$ cat src/hw/rtl/rt2d_pkg.sv
// Shared constants, register indexes and the arctangent table for the planar
// rigid transform block. No dependencies; imported by every module of the block.
package rt2d_pkg;

  localparam int COORD_WIDTH_DEF = 32;
  localparam int ANGLE_WIDTH_DEF = 16;
  localparam int TRIG_WIDTH      = 16;
  localparam int CORDIC_STEPS    = 16;
  localparam int STEP_WIDTH      = 4;
  localparam int PHASE_WIDTH     = 36;
  localparam int ROT_WIDTH       = 34;
  localparam int CFG_INDEX_WIDTH = 4;

  localparam logic [CFG_INDEX_WIDTH-1:0] REG_ANGLE       = 4'd0;
  localparam logic [CFG_INDEX_WIDTH-1:0] REG_SHIFT_X     = 4'd1;
  localparam logic [CFG_INDEX_WIDTH-1:0] REG_SHIFT_Y     = 4'd2;
  localparam logic [CFG_INDEX_WIDTH-1:0] REG_USE_INVERSE = 4'd3;

  localparam logic signed [PHASE_WIDTH-1:0] Q30_HALF_PI = 36'sd1686629713;
  localparam logic signed [PHASE_WIDTH-1:0] Q30_PI      = 36'sd3373259426;
  localparam logic signed [ROT_WIDTH-1:0]   CORDIC_GAIN = 34'sd652032874;
  localparam logic signed [TRIG_WIDTH-1:0]  TRIG_ONE    = 16'sd16384;

  function automatic logic signed [PHASE_WIDTH-1:0] atan_q30(
    input logic [STEP_WIDTH-1:0] step
  );
    logic signed [PHASE_WIDTH-1:0] value;
    case (step)
      4'd0:    value = 36'sd843314856;
      4'd1:    value = 36'sd497837829;
      4'd2:    value = 36'sd263043836;
      4'd3:    value = 36'sd133525158;
      4'd4:    value = 36'sd67021686;
      4'd5:    value = 36'sd33543515;
      4'd6:    value = 36'sd16775850;
      4'd7:    value = 36'sd8388437;
      4'd8:    value = 36'sd4194282;
      4'd9:    value = 36'sd2097149;
      4'd10:   value = 36'sd1048575;
      4'd11:   value = 36'sd524287;
      4'd12:   value = 36'sd262143;
      4'd13:   value = 36'sd131071;
      4'd14:   value = 36'sd65535;
      4'd15:   value = 36'sd32767;
      default: value = 36'sd0;
    endcase
    return value;
  endfunction

endpackage

$ cat src/hw/rtl/rt2d_cordic.sv
// Iterative CORDIC that turns the configured angle into Q1.14 cosine and sine,
// one rotation step per cycle. Depends on rt2d_pkg.
module rt2d_cordic import rt2d_pkg::*; #(
  parameter int ANGLE_WIDTH = ANGLE_WIDTH_DEF
) (
  input  logic                          clk,
  input  logic                          rst,
  input  logic                          start,
  input  logic signed [ANGLE_WIDTH-1:0] angle,
  output logic                          busy,
  output logic signed [TRIG_WIDTH-1:0]  cos_value,
  output logic signed [TRIG_WIDTH-1:0]  sin_value
);

  localparam int ANGLE_SHIFT = 33 - ANGLE_WIDTH;
  localparam logic STATE_IDLE = 1'b0;
  localparam logic STATE_RUN  = 1'b1;
  localparam logic [STEP_WIDTH-1:0] LAST_STEP = STEP_WIDTH'(CORDIC_STEPS - 1);

  logic                          state;
  logic [STEP_WIDTH-1:0]         step;
  logic signed [PHASE_WIDTH-1:0] phase;
  logic signed [ROT_WIDTH-1:0]   rot_x;
  logic signed [ROT_WIDTH-1:0]   rot_y;
  logic                          flip;

  logic signed [PHASE_WIDTH-1:0] phase_wide;
  logic signed [PHASE_WIDTH-1:0] phase_start;
  logic signed [PHASE_WIDTH-1:0] phase_fold;
  logic                          flip_start;
  logic signed [ROT_WIDTH-1:0]   dx;
  logic signed [ROT_WIDTH-1:0]   dy;
  logic signed [PHASE_WIDTH-1:0] phase_next;
  logic signed [ROT_WIDTH-1:0]   rot_x_next;
  logic signed [ROT_WIDTH-1:0]   rot_y_next;

  function automatic logic signed [TRIG_WIDTH-1:0] to_unit(
    input logic signed [ROT_WIDTH-1:0] v,
    input logic                        neg
  );
    logic signed [ROT_WIDTH-1:0]  r;
    logic signed [TRIG_WIDTH-1:0] c;
    r = (v + ROT_WIDTH'(32768)) >>> 16;
    if (r > ROT_WIDTH'(TRIG_ONE)) begin
      c = TRIG_ONE;
    end else if (r < -ROT_WIDTH'(TRIG_ONE)) begin
      c = -TRIG_ONE;
    end else begin
      c = r[TRIG_WIDTH-1:0];
    end
    return neg ? -c : c;
  endfunction

  always_comb begin
    phase_wide  = {{(PHASE_WIDTH - ANGLE_WIDTH){angle[ANGLE_WIDTH-1]}}, angle};
    phase_start = phase_wide <<< ANGLE_SHIFT;
    if (phase_start > Q30_HALF_PI) begin
      phase_fold = phase_start - Q30_PI;
      flip_start = 1'b1;
    end else if (phase_start < -Q30_HALF_PI) begin
      phase_fold = phase_start + Q30_PI;
      flip_start = 1'b1;
    end else begin
      phase_fold = phase_start;
      flip_start = 1'b0;
    end
  end

  always_comb begin
    dx = rot_y >>> step;
    dy = rot_x >>> step;
    if (!phase[PHASE_WIDTH-1]) begin
      rot_x_next = rot_x - dx;
      rot_y_next = rot_y + dy;
      phase_next = phase - atan_q30(step);
    end else begin
      rot_x_next = rot_x + dx;
      rot_y_next = rot_y - dy;
      phase_next = phase + atan_q30(step);
    end
  end

  assign busy = (state == STATE_RUN);

  always_ff @(posedge clk) begin
    if (rst) begin
      state     <= STATE_IDLE;
      step      <= '0;
      cos_value <= TRIG_ONE;
      sin_value <= '0;
    end else begin
      case (state)
        STATE_IDLE: begin
          if (start) begin
            state <= STATE_RUN;
            step  <= '0;
          end
        end
        STATE_RUN: begin
          step <= step + STEP_WIDTH'(1);
          if (step == LAST_STEP) begin
            state     <= STATE_IDLE;
            cos_value <= to_unit(rot_x_next, flip);
            sin_value <= to_unit(rot_y_next, flip);
          end
        end
        default: begin
          state <= STATE_IDLE;
        end
      endcase
    end
  end

  always_ff @(posedge clk) begin
    if (state == STATE_IDLE) begin
      phase <= phase_fold;
      flip  <= flip_start;
      rot_x <= CORDIC_GAIN;
      rot_y <= '0;
    end else begin
      phase <= phase_next;
      rot_x <= rot_x_next;
      rot_y <= rot_y_next;
    end
  end

endmodule

$ cat config.mk
export PLATFORM = sky130hd
export DESIGN_NAME = rt2d_cordic
export DESIGN_NICKNAME = d
export VERILOG_FILES = /design/src/hw/rtl/rt2d_pkg.sv /design/src/hw/rtl/rt2d_cordic.sv
export SDC_FILE = /design/constraint.sdc
export NUM_CORES = 1
export LEC_CHECK = 0
export ABC_CLOCK_PERIOD_IN_PS = 20800
export BUFFER_PORTS_ARGS = -buffer_cell sky130_fd_sc_hd__buf_4
export CORE_ASPECT_RATIO = 1.4
export CORE_MARGIN = 2
export CORE_UTILIZATION = 44
export DETAILED_ROUTE_END_ITERATION = 16
export PLACE_DENSITY = 0.61
export RECOVER_POWER = 100
export SETUP_SLACK_MARGIN = 0.1
export SYNTH_ARGS = -nofsm -noshare
export SYNTH_HDL_FRONTEND = slang
export SYNTH_SLANG_ARGS = --single-unit
$ cat constraint.sdc
create_clock -name clk -period 20.8 [get_ports clk]
set_input_delay 2.08 -clock clk [delete_from_list [all_inputs] [get_ports clk]]
set_output_delay 2.08 -clock clk [all_outputs]
set_load 0.02 [all_outputs]
Word level (Yosys, flattened, before mapping) --
Memory sizes are Yosys's and may differ from the RTL's. A register that Yosys moved wholly into a read port is not among the register bits. Cells that the tools add are included.
Cells by class: shift-type cells 2, equality and inequality tests 2, mux-type cells 30, reduce and logical (&&, ||, !) cells 1, $lt $le $gt $ge 6, $add $sub $neg 13, bitwise logic cells 1
Operator list (number):
- 36-bit 2-to-1 mux | 6
- 16-bit 2-to-1 mux | 12
- 34-bit by 17-bit adder with 34-bit output, second input constant | 2
- 34-bit adder | 2
- 34-bit 2-to-1 mux | 2
- 34-bit by 4-bit >>> shifter with 34-bit output | 2
- 34-bit subtractor | 2
- 36-bit adder | 1
- 18-bit by 16-bit greater-than comparator with 1-bit output, second input constant | 2
- 18-bit by 15-bit less-than comparator with 1-bit output, second input constant | 2
- 36-bit subtractor | 1
- 33-bit by 33-bit adder with 34-bit output, second input constant | 1
- 33-bit by 33-bit subtractor with 34-bit output, second input constant | 1
- 33-bit by 32-bit greater-than comparator with 1-bit output, second input constant | 1
- 33-bit by 32-bit less-than comparator with 1-bit output, second input constant | 1
- 16-bit negator | 2
- 4-bit 2-to-1 mux | 5
- 4-bit case mux with 2 select lines | 1
- 4-bit by 1-bit adder with 4-bit output, second input constant | 1
- 4-bit == test, second input constant | 1
- 1-bit 2-to-1 mux | 3
- 2-bit != test, second input constant | 1
- 1-bit case mux with 2 select lines | 1
- 2-bit AND reduction | 1
- 1-bit inverter | 1
Storage, ports and cells: memories kept 2, register bits 142, logic and storage cells 65, input bits 19, memory bits (read-only) 960
Memories:
- (name not given) | words 16, width 30, rd ports 1, clocked after Yosys merged registers in 1, wr ports 0, RTL line rt2d_pkg.sv:28 | case (step)
- (name not given) | words 16, width 30, rd ports 1, clocked after Yosys merged registers in 1, wr ports 0, RTL line rt2d_pkg.sv:28

Longest topological paths before layout --
Gate-level depths: netlist of run 1.
word-level depth 12, depth in mapped cells 44, depth with buffers taken out 35

Worst setup path after synthesis of run 1 --
Ideal clock, no wire load.
path kind flip-flop to flip-flop, start point register step[2], end point register cos_value[14], period minus slack after synthesis 8592 ps, path slack 12208 ps, arrival time 8470 ps, stages on the path, launching flop included 42, path through dfxtp_1 > buf_2 > buf_4 > clkbuf_1 > clkbuf_1 > clkbuf_1 > buf_1 > buf_1 > o21a_1 > ha_1 > nand2_1 > nor2_1 > and3_1 > and3_1 > and2_1 > nor2_1 > xnor2_1 > ha_1 > [6 not listed] > xnor2_1 > nand4_1 > or3_1 > buf_2 > and4_1 > o31ai_1 > a21boi_0 > o2bb2a_4 > buf_6 > buf_6 > nand2_1 > ha_1 > inv_1 > a211o_1 > or4_1 > o21a_1 > o21a_1 > a221o_1
On the way: cells in the longest elaborated chain, start to end 12, elaborated cells on any way between the ends 16
Ends and longest elaborated chain:
- start, declared | RTL line rt2d_cordic.sv:21 | logic [STEP_WIDTH-1:0] step;
- start signal, assigned | RTL line rt2d_cordic.sv:100 | step <= step + STEP_WIDTH'(1);
- 34-bit by 4-bit >>> shifter with 34-bit output | RTL line rt2d_cordic.sv:70 | dx = rot_y >>> step;
- 34-bit subtractor / 34-bit adder (equally long branches) | RTL line rt2d_cordic.sv:73, rt2d_cordic.sv:77
- 34-bit 2-to-1 mux | RTL line rt2d_cordic.sv:72 | if (!phase[PHASE_WIDTH-1]) begin
- 34-bit by 17-bit adder with 34-bit output | RTL line rt2d_cordic.sv:43 | r = (v + ROT_WIDTH'(32768)) >>> 16;
- 18-bit by 15-bit less-than comparator with 1-bit output | RTL line rt2d_cordic.sv:46 | end else if (r < -ROT_WIDTH'(TRIG_ONE)) begin
- 16-bit 2-to-1 mux | RTL line rt2d_cordic.sv:46
- 16-bit 2-to-1 mux | RTL line rt2d_cordic.sv:44 | if (r > ROT_WIDTH'(TRIG_ONE)) begin
- 16-bit 2-to-1 mux | RTL line rt2d_cordic.sv:101 | if (step == LAST_STEP) begin
- 16-bit 2-to-1 mux | RTL line rt2d_cordic.sv:92 | case (state)
- 16-bit 2-to-1 mux | RTL line rt2d_cordic.sv:86 | if (rst) begin
- 16-bit negator | RTL line rt2d_cordic.sv:51 | return neg ? -c : c;
- 16-bit 2-to-1 mux | RTL line rt2d_cordic.sv:51
- end signal, assigned | RTL line rt2d_cordic.sv:103 | cos_value <= to_unit(rot_x_next, flip);
- end, declared | RTL line rt2d_cordic.sv:11 | output logic signed [TRIG_WIDTH-1:0] cos_value,
Several ways; a longest one is shown, not always the timed one. The select of a mux whose other input is x is not followed. A chain may end at the register's enable or synchronous reset.

Worst setup path after layout of run 1 --
start point register step[1], end point register sin_value[14]
On the way: cells in the longest elaborated chain, start to end 12, elaborated cells on any way between the ends 16
Ends and longest elaborated chain:
- 34-bit by 4-bit >>> shifter with 34-bit output | RTL line rt2d_cordic.sv:71 | dy = rot_x >>> step;
- 34-bit adder / 34-bit subtractor (equally long branches) | RTL line rt2d_cordic.sv:74, rt2d_cordic.sv:78
- 34-bit 2-to-1 mux | RTL line rt2d_cordic.sv:72
- 34-bit by 17-bit adder with 34-bit output | RTL line rt2d_cordic.sv:43
- 18-bit by 15-bit less-than comparator with 1-bit output | RTL line rt2d_cordic.sv:46
- 16-bit 2-to-1 mux | RTL line rt2d_cordic.sv:46
- 16-bit 2-to-1 mux | RTL line rt2d_cordic.sv:44
- 16-bit 2-to-1 mux | RTL line rt2d_cordic.sv:101
- 16-bit 2-to-1 mux | RTL line rt2d_cordic.sv:92
- 16-bit 2-to-1 mux | RTL line rt2d_cordic.sv:86
- 16-bit negator | RTL line rt2d_cordic.sv:51
- 16-bit 2-to-1 mux | RTL line rt2d_cordic.sv:51
- end signal, assigned | RTL line rt2d_cordic.sv:104 | sin_value <= to_unit(rot_y_next, flip);
- end, declared | RTL line rt2d_cordic.sv:12 | output logic signed [TRIG_WIDTH-1:0] sin_value
Several ways; a longest one is shown, not always the timed one. The select of a mux whose other input is x is not followed.

==> impl_metrics.tcl, run 1 <==
set metrics [dict create \
    required_ns 21.16 \
    drtIter0Drc 1275 \
    numPortBuffers 51 \
    violations "max-capacitance violations, max-slew violations" \
    path_clk_slew_ns 0.08 \
    rows 91 \
    startpoint "step[1]" \
    route.antenna.remaining_nets 0 \
    fin_skew_ns 0.0201 \
    path_class "register to register" \
    antenna_cells 0 \
    synth_fa_ha_area_share_pct 7.98 \
    grt_max_degree 65 \
    clock_latency_ns 0.49 \
    yosysMostFrequentCell "nand2_1" \
    route.detailed.drc 0 \
    synth_fp_nets 2660 \
    cts.repair.resized 0 \
    yosysUniqueCellTypes 113 \
    worst_pin_slew_ns 3.19 \
    setup_tns_ns 0 \
    die_area_um2 46600 \
    hpwl_um 46100 \
    htreeDepth 4 \
    start_kind "register" \
    synth-xor-area-share_pct 10.2 \
    synth-edff-count 1 \
    io_pins 52 \
    synth_compound_area_share_pct 24.0 \
    outcome "complete, but fails checks" \
    post_dp_cell_area_um2 20300 \
    ys_warn_count 0 \
    cp.arrival_ns 14.03 \
    grt_pass1_wl_um 96400 \
    tritoncts "built" \
    cts_setup_buffers 0 \
    ctsRootBufferMaster "clkbuf_16" \
    die_y_um 255 \
    min_period_over_period_pct 65.7 \
    layout-drive-gt1-share_pct 9.02 \
    num_vias 18900 \
    fmax_mhz 73.2 \
    rsz0062_at_grt "false" \
    nets 2614 \
    antenna_found_initial 1 \
    crit_path_max_fanout 52 \
    syn_area_per_cell_um2 7.84 \
    die_w_um 183 \
    synthArstFlopShare_pct 0 \
    synth.cell_area_um2 19700 \
    multiInputGateArea_um2 15300 \
    yosys_register_bits 171 \
    synth_simple_gate_area_share_pct 22.5 \
    finalSetupViolCount 0 \
    slowest_stage "clkbuf_1" \
    wl_per_cell_um 19.8 \
    fin_crit_ns 13.66 \
    cp_slowest_stage_delay_ns 2.35 \
    ctsHoldBuffers 0 \
    r2r_start "step[1]" \
    maxSlewHeadroom_pct -112 \
    synthFlopType "dfxtp_1" \
    yosys-top-cells-count "252 x nand2_1, 233 x nor2_1, 224 x a21oi_1" \
    end_kind "register" \
    design_area_um2 20700 \
    dr.pass1.iters 6 \
    grt_pass1_vias 18600 \
    fill_cells 4467 \
    drv_cap 8 \
    hp-start "cos_value[11]" \
    synth_top_family_by_area "compound AO/OA/AOI/OAI gates" \
    cts.path.max_buffers 2 \
    synth_top_cell_by_area "dfxtp_1" \
    synthCells 2517 \
    core_um2 44200 \
    place_congestion 0.910 \
    hold_path_class "register to register" \
    routed_wl_um 60100 \
    grt_use_total_pct 25.7 \
    cts_made_buffers 17 \
    area_growth_pct 4.90 \
    drt-vias-per-instance 6.22 \
    regArea_um2 3440 \
    start_util_pct 44.7 \
    grt_overflow_total 0 \
    clkSinkCount 171 \
    synth_top_area_share_pct 17.3 \
    ys_seq_area_share_pct 17.4 \
    slew_violations 396 \
    ys_top_cells_by_area "dfxtp_1 17%, ha_1 7.7%, mux4_2 7.6%, xnor2_1 5.9%, a21oi_1 5.7%" \
    finalHoldViolCount 0 \
    muxShareOfSynthArea_pct 13.4 \
]
## metrics by stage
step | setup WS (ns) | hold slack, ns | utilization, % | instances
after floorplan | 12.21 | 0.522 | - | 2517
after global placement | 11.40 | 0.444 | 46.0 | 3010
after detailed placement | 11.15 | 0.446 | 46.0 | 3010
after CTS | 11.09 | 0.458 | 47.4 | 3042
after global routing | 5.77 | 0.485 | 46.8 | 3042
final | 7.14 | 0.454 | 46.8 | 3042
## worst max-delay path, delay by kind of cell, from the launching register on
family,cells,cell delay [ns]
compound gates,12,3.51
buf+inv,2,3.35
simple gates,13,3.33
flops,1,1.68
mux,2,1.08
fa+ha+maj,2,0.55
## area by class of cell
class / instances / share of cell area, %
flip-flops and latches: 171 / 16.6
clock inverters: 15 / 0.895
inverters: 69 / 1.25
well taps: 558 / 3.37
multi-input cells: 2146 / 74.1
repair buffers: 66 / 1.67
clock buffers: 17 / 2.06
## routing by layer
layer | global-route usage (%) | share of wire, % | wire [µm]
met2 | 48.5 | 52 | 31400
met5 | 0 | 0 | 0
met4 | 12.4 | 4.5 | 2720
met1 | 28.5 | 40 | 23700
met3 | 2.91 | 3.8 | 2260
## path summary, 6_finish.rpt
path | slack (ns) | to | cells past startpoint
worst max register to register | 7.14 | sin_value[14] | 31
worst min-delay path | 0.45 | cos_value[11] | 2
worst max-delay path | 7.14 | sin_value[14] | 31
worst min register to register | 0.45 | cos_value[11] | 2
## cells in the final DEF, fill, tap and decap left out, drive strengths merged, types with 14 or more instances in the layout
cell type | netlist | layout
a211oi | 39 | 39
a21o | 64 | 64
a21oi | 225 | 225
a31oi | 42 | 42
and2 | 41 | 41
and3 | 35 | 35
buf | 64 | 25
clkbuf | 67 | 58
dfxtp | 170 | 170
ha | 121 | 121
inv | 68 | 75
mux2 | 49 | 49
mux2i | 55 | 55
mux4 | 68 | 68
nand2 | 253 | 253
nand2b | 37 | 37
nand3 | 66 | 66
nand4 | 28 | 28
nor2 | 234 | 234
nor2b | 17 | 17
nor3 | 62 | 62
nor4 | 20 | 20
o211ai | 23 | 23
o21a | 27 | 27
o21ai | 163 | 163
o21bai | 14 | 14
o31ai | 15 | 15
or2 | 18 | 18
or3 | 21 | 21
or4 | 15 | 15
xnor2 | 136 | 136
xor2 | 88 | 88
## logic make-up after synthesis
kind of cell | after synthesis
xor gates and xnor gates | 225
muxes | 172
AOI/OAI and AO/OA | 734
adders and majority gates | 124
buffers and inverters | 200
and+or+nand+nor | 891
DFF | 171
Power of run 1 is left out: the tool's default activity adds up to more than one toggle a clock period on the data nets, which glitch-free logic cannot reach.
==> run 2, diff against run 1 <==
--- a/config.mk
+++ b/config.mk
@@ -5,13 +5,13 @@
 export SDC_FILE = /design/constraint.sdc
 export NUM_CORES = 1
 export LEC_CHECK = 0
-export ABC_CLOCK_PERIOD_IN_PS = 20800
+export ABC_CLOCK_PERIOD_IN_PS = 12500
 export BUFFER_PORTS_ARGS = -buffer_cell sky130_fd_sc_hd__buf_4
 export CORE_ASPECT_RATIO = 1.4
 export CORE_MARGIN = 2
 export CORE_UTILIZATION = 44
 export DETAILED_ROUTE_END_ITERATION = 16
-export PLACE_DENSITY = 0.61
+export PLACE_DENSITY = 0.63
 export RECOVER_POWER = 100
 export SETUP_SLACK_MARGIN = 0.1
 export SYNTH_ARGS = -nofsm -noshare
==> constraint.sdc (replaced) <==
create_clock -name clk -period 12.5 [get_ports clk]
set_input_delay 1.25 -clock clk [delete_from_list [all_inputs] [get_ports clk]]
set_output_delay 1.25 -clock clk [all_outputs]
set_load 0.02 [all_outputs]
==> impl_metrics.tcl, run 2 (synthesized netlist as in run 1, its figures left out) <==
set metrics [dict create \
    outcome "complete, but fails checks" \
    violations "max-capacitance violations, max-slew violations" \
    grt_pass1_vias 18400 \
    fill_cells 4446 \
    core_um2 44200 \
    hpwl_um 46300 \
    setup_tns_ns 0 \
    ctsHoldBuffers 0 \
    layout_common_cells "252 x nand2_1, 233 x nor2_1, 224 x a21oi_1" \
    rr_worst_depth 24 \
    rows 91 \
    min_period_over_period_pct 84.6 \
    io_pins 52 \
    cp_slowest_stage_delay_ns 2.03 \
    critPathBufInv 2 \
    holdPathEnd "cos_value[5]" \
    path_class "register to register" \
    worstPathCellList "clkbuf_1 -> mux2i_1 -> fa_1 -> a21o_1 -> a221oi_1 -> a211oi_1 -> a211oi_1 -> nand3_1 -> nor4_4 -> nand2_2 -> or3_1 -> and4_1 -> o31ai_1 -> a21boi_0 -> o2bb2a_1 -> nand2_1 -> ha_1 -> inv_1 -> a211o_1 -> or4_1 -> o21ai_2 -> nand2b_1 -> nand3_1 -> a311oi_1" \
    finalHoldViolCount 0 \
    multiInputGateArea_um2 15300 \
    grt_overflow_total 0 \
    num_vias 18900 \
    rrSetupSlack_ns 1.92 \
    layout_setup_ws_ns 1.92 \
    slowest_stage "clkbuf_1" \
    area_growth_pct 5.07 \
    cts.path.max_buffers 2 \
    finalSetupViolCount 0 \
    grt_use_total_pct 25.7 \
    cts_setup_buffers 0 \
    cts.repair.resized 0 \
    fin_skew_ns 0.0200 \
    hold_path_class "register to register" \
    dp_slack_ns 3.00 \
    dr.pass1.iters 6 \
    drtIter0Drc 1551 \
    antenna_cells 0 \
    antenna_found_initial 1 \
    numPortBuffers 51 \
    fmax_mhz 94.5 \
    grt_pass1_wl_um 95800 \
    grt_max_degree 62 \
    path_clk_slew_ns 0.09 \
    routed.top_layer "met4" \
    fin_crit_ns 10.58 \
    crit_path_max_fanout 61 \
    wl_met2_um 30700 \
    die_y_um 255 \
    end_kind "register" \
    die_area_um2 46600 \
    start_kind "register" \
    die_w_um 183 \
    cp.arrival_ns 10.98 \
    mostFrequentLayoutCell "nand2_1" \
    htreeDepth 4 \
    worst_pin_slew_ns 2.77 \
    wl_per_cell_um 19.8 \
    rsz0062_at_grt "false" \
    start_util_pct 44.7 \
    place_congestion 0.914 \
    layout-drive-gt1-share_pct 9.22 \
    r2r_start "phase[35]" \
    hp-start "cos_value[5]" \
    required_ns 12.89 \
    cpLargestDelayFamily "compound AO/OA/AOI/OAI gates" \
    wl_met1_um 24300 \
    cts_made_buffers 17 \
    drv_cap 5 \
    ctsRootBufferMaster "clkbuf_16" \
    clock_latency_ns 0.48 \
    min_delay_path_depth 2 \
    route.detailed.drc 0 \
    drt-vias-per-instance 6.23 \
    dr_wl_met3_um 2370 \
    regArea_um2 3450 \
    maxSlewHeadroom_pct -84.5 \
    tritoncts "built" \
    clkSinkCount 171 \
    route.antenna.remaining_nets 0 \
    nets 2614 \
    rr_endpoint "cos_value[2]" \
    slew_violations 253 \
    routed_wl_um 60100 \
]
## run 2: cell types whose count changed in the layout (fill, tap and decap cells not counted), sizes merged
cell / delta
buf: +4
clkbuf: -4
clkinv: -1
clkinvlp: +1
## run 2: through the flow
stage               cells  hold slack, ns  cell area, µm²  utilization, %
floorplan            2517           0.522           19700               -
CTS                  3042           0.463           20900            47.4
global route         3042           0.490           20700            46.9
finish               3042           0.457           20700            46.9
detailed placement   3010           0.449           20300            46.0
global placement     3010           0.445           20300            46.0
## run 2: how the worst max path moves through the flow
stage / start / end / slack [ns] / cells after the start
floorplan: step[2] / cos_value[14] / 3.91 / 41
global placement: step[3] / sin_value[12] / 3.04 / 35
detailed placement: step[3] / sin_value[12] / 3.00 / 35
CTS: step[3] / sin_value[12] / 2.94 / 35
global route: step[3] / sin_value[10] / 1.09 / 33
finish: phase[35] / cos_value[2] / 1.92 / 24
## run 2: layout make-up
cell class	instances	area share (%)
timing repair buffer	66	1.72
inverter	69	1.25
sequential	171	16.6
clock buffer	17	2.05
tap	558	3.37
multi-input combinational	2146	74.1
clock inverter	15	0.924
## run 2: metal layers
metal	vias to the layer above	track usage, %
met5	-	0
met4	0	12.3
met3	139	3.00
met2	543	47.2
met1	9073	29.6
li1	9192	-
## run 2: worst min-delay path: stages, from the launching register on
cell	delay, ns
dfxtp_1	0.32
nand2_1	0.05
a21oi_1	0.05
Power of run 2 is left out for the same reason.
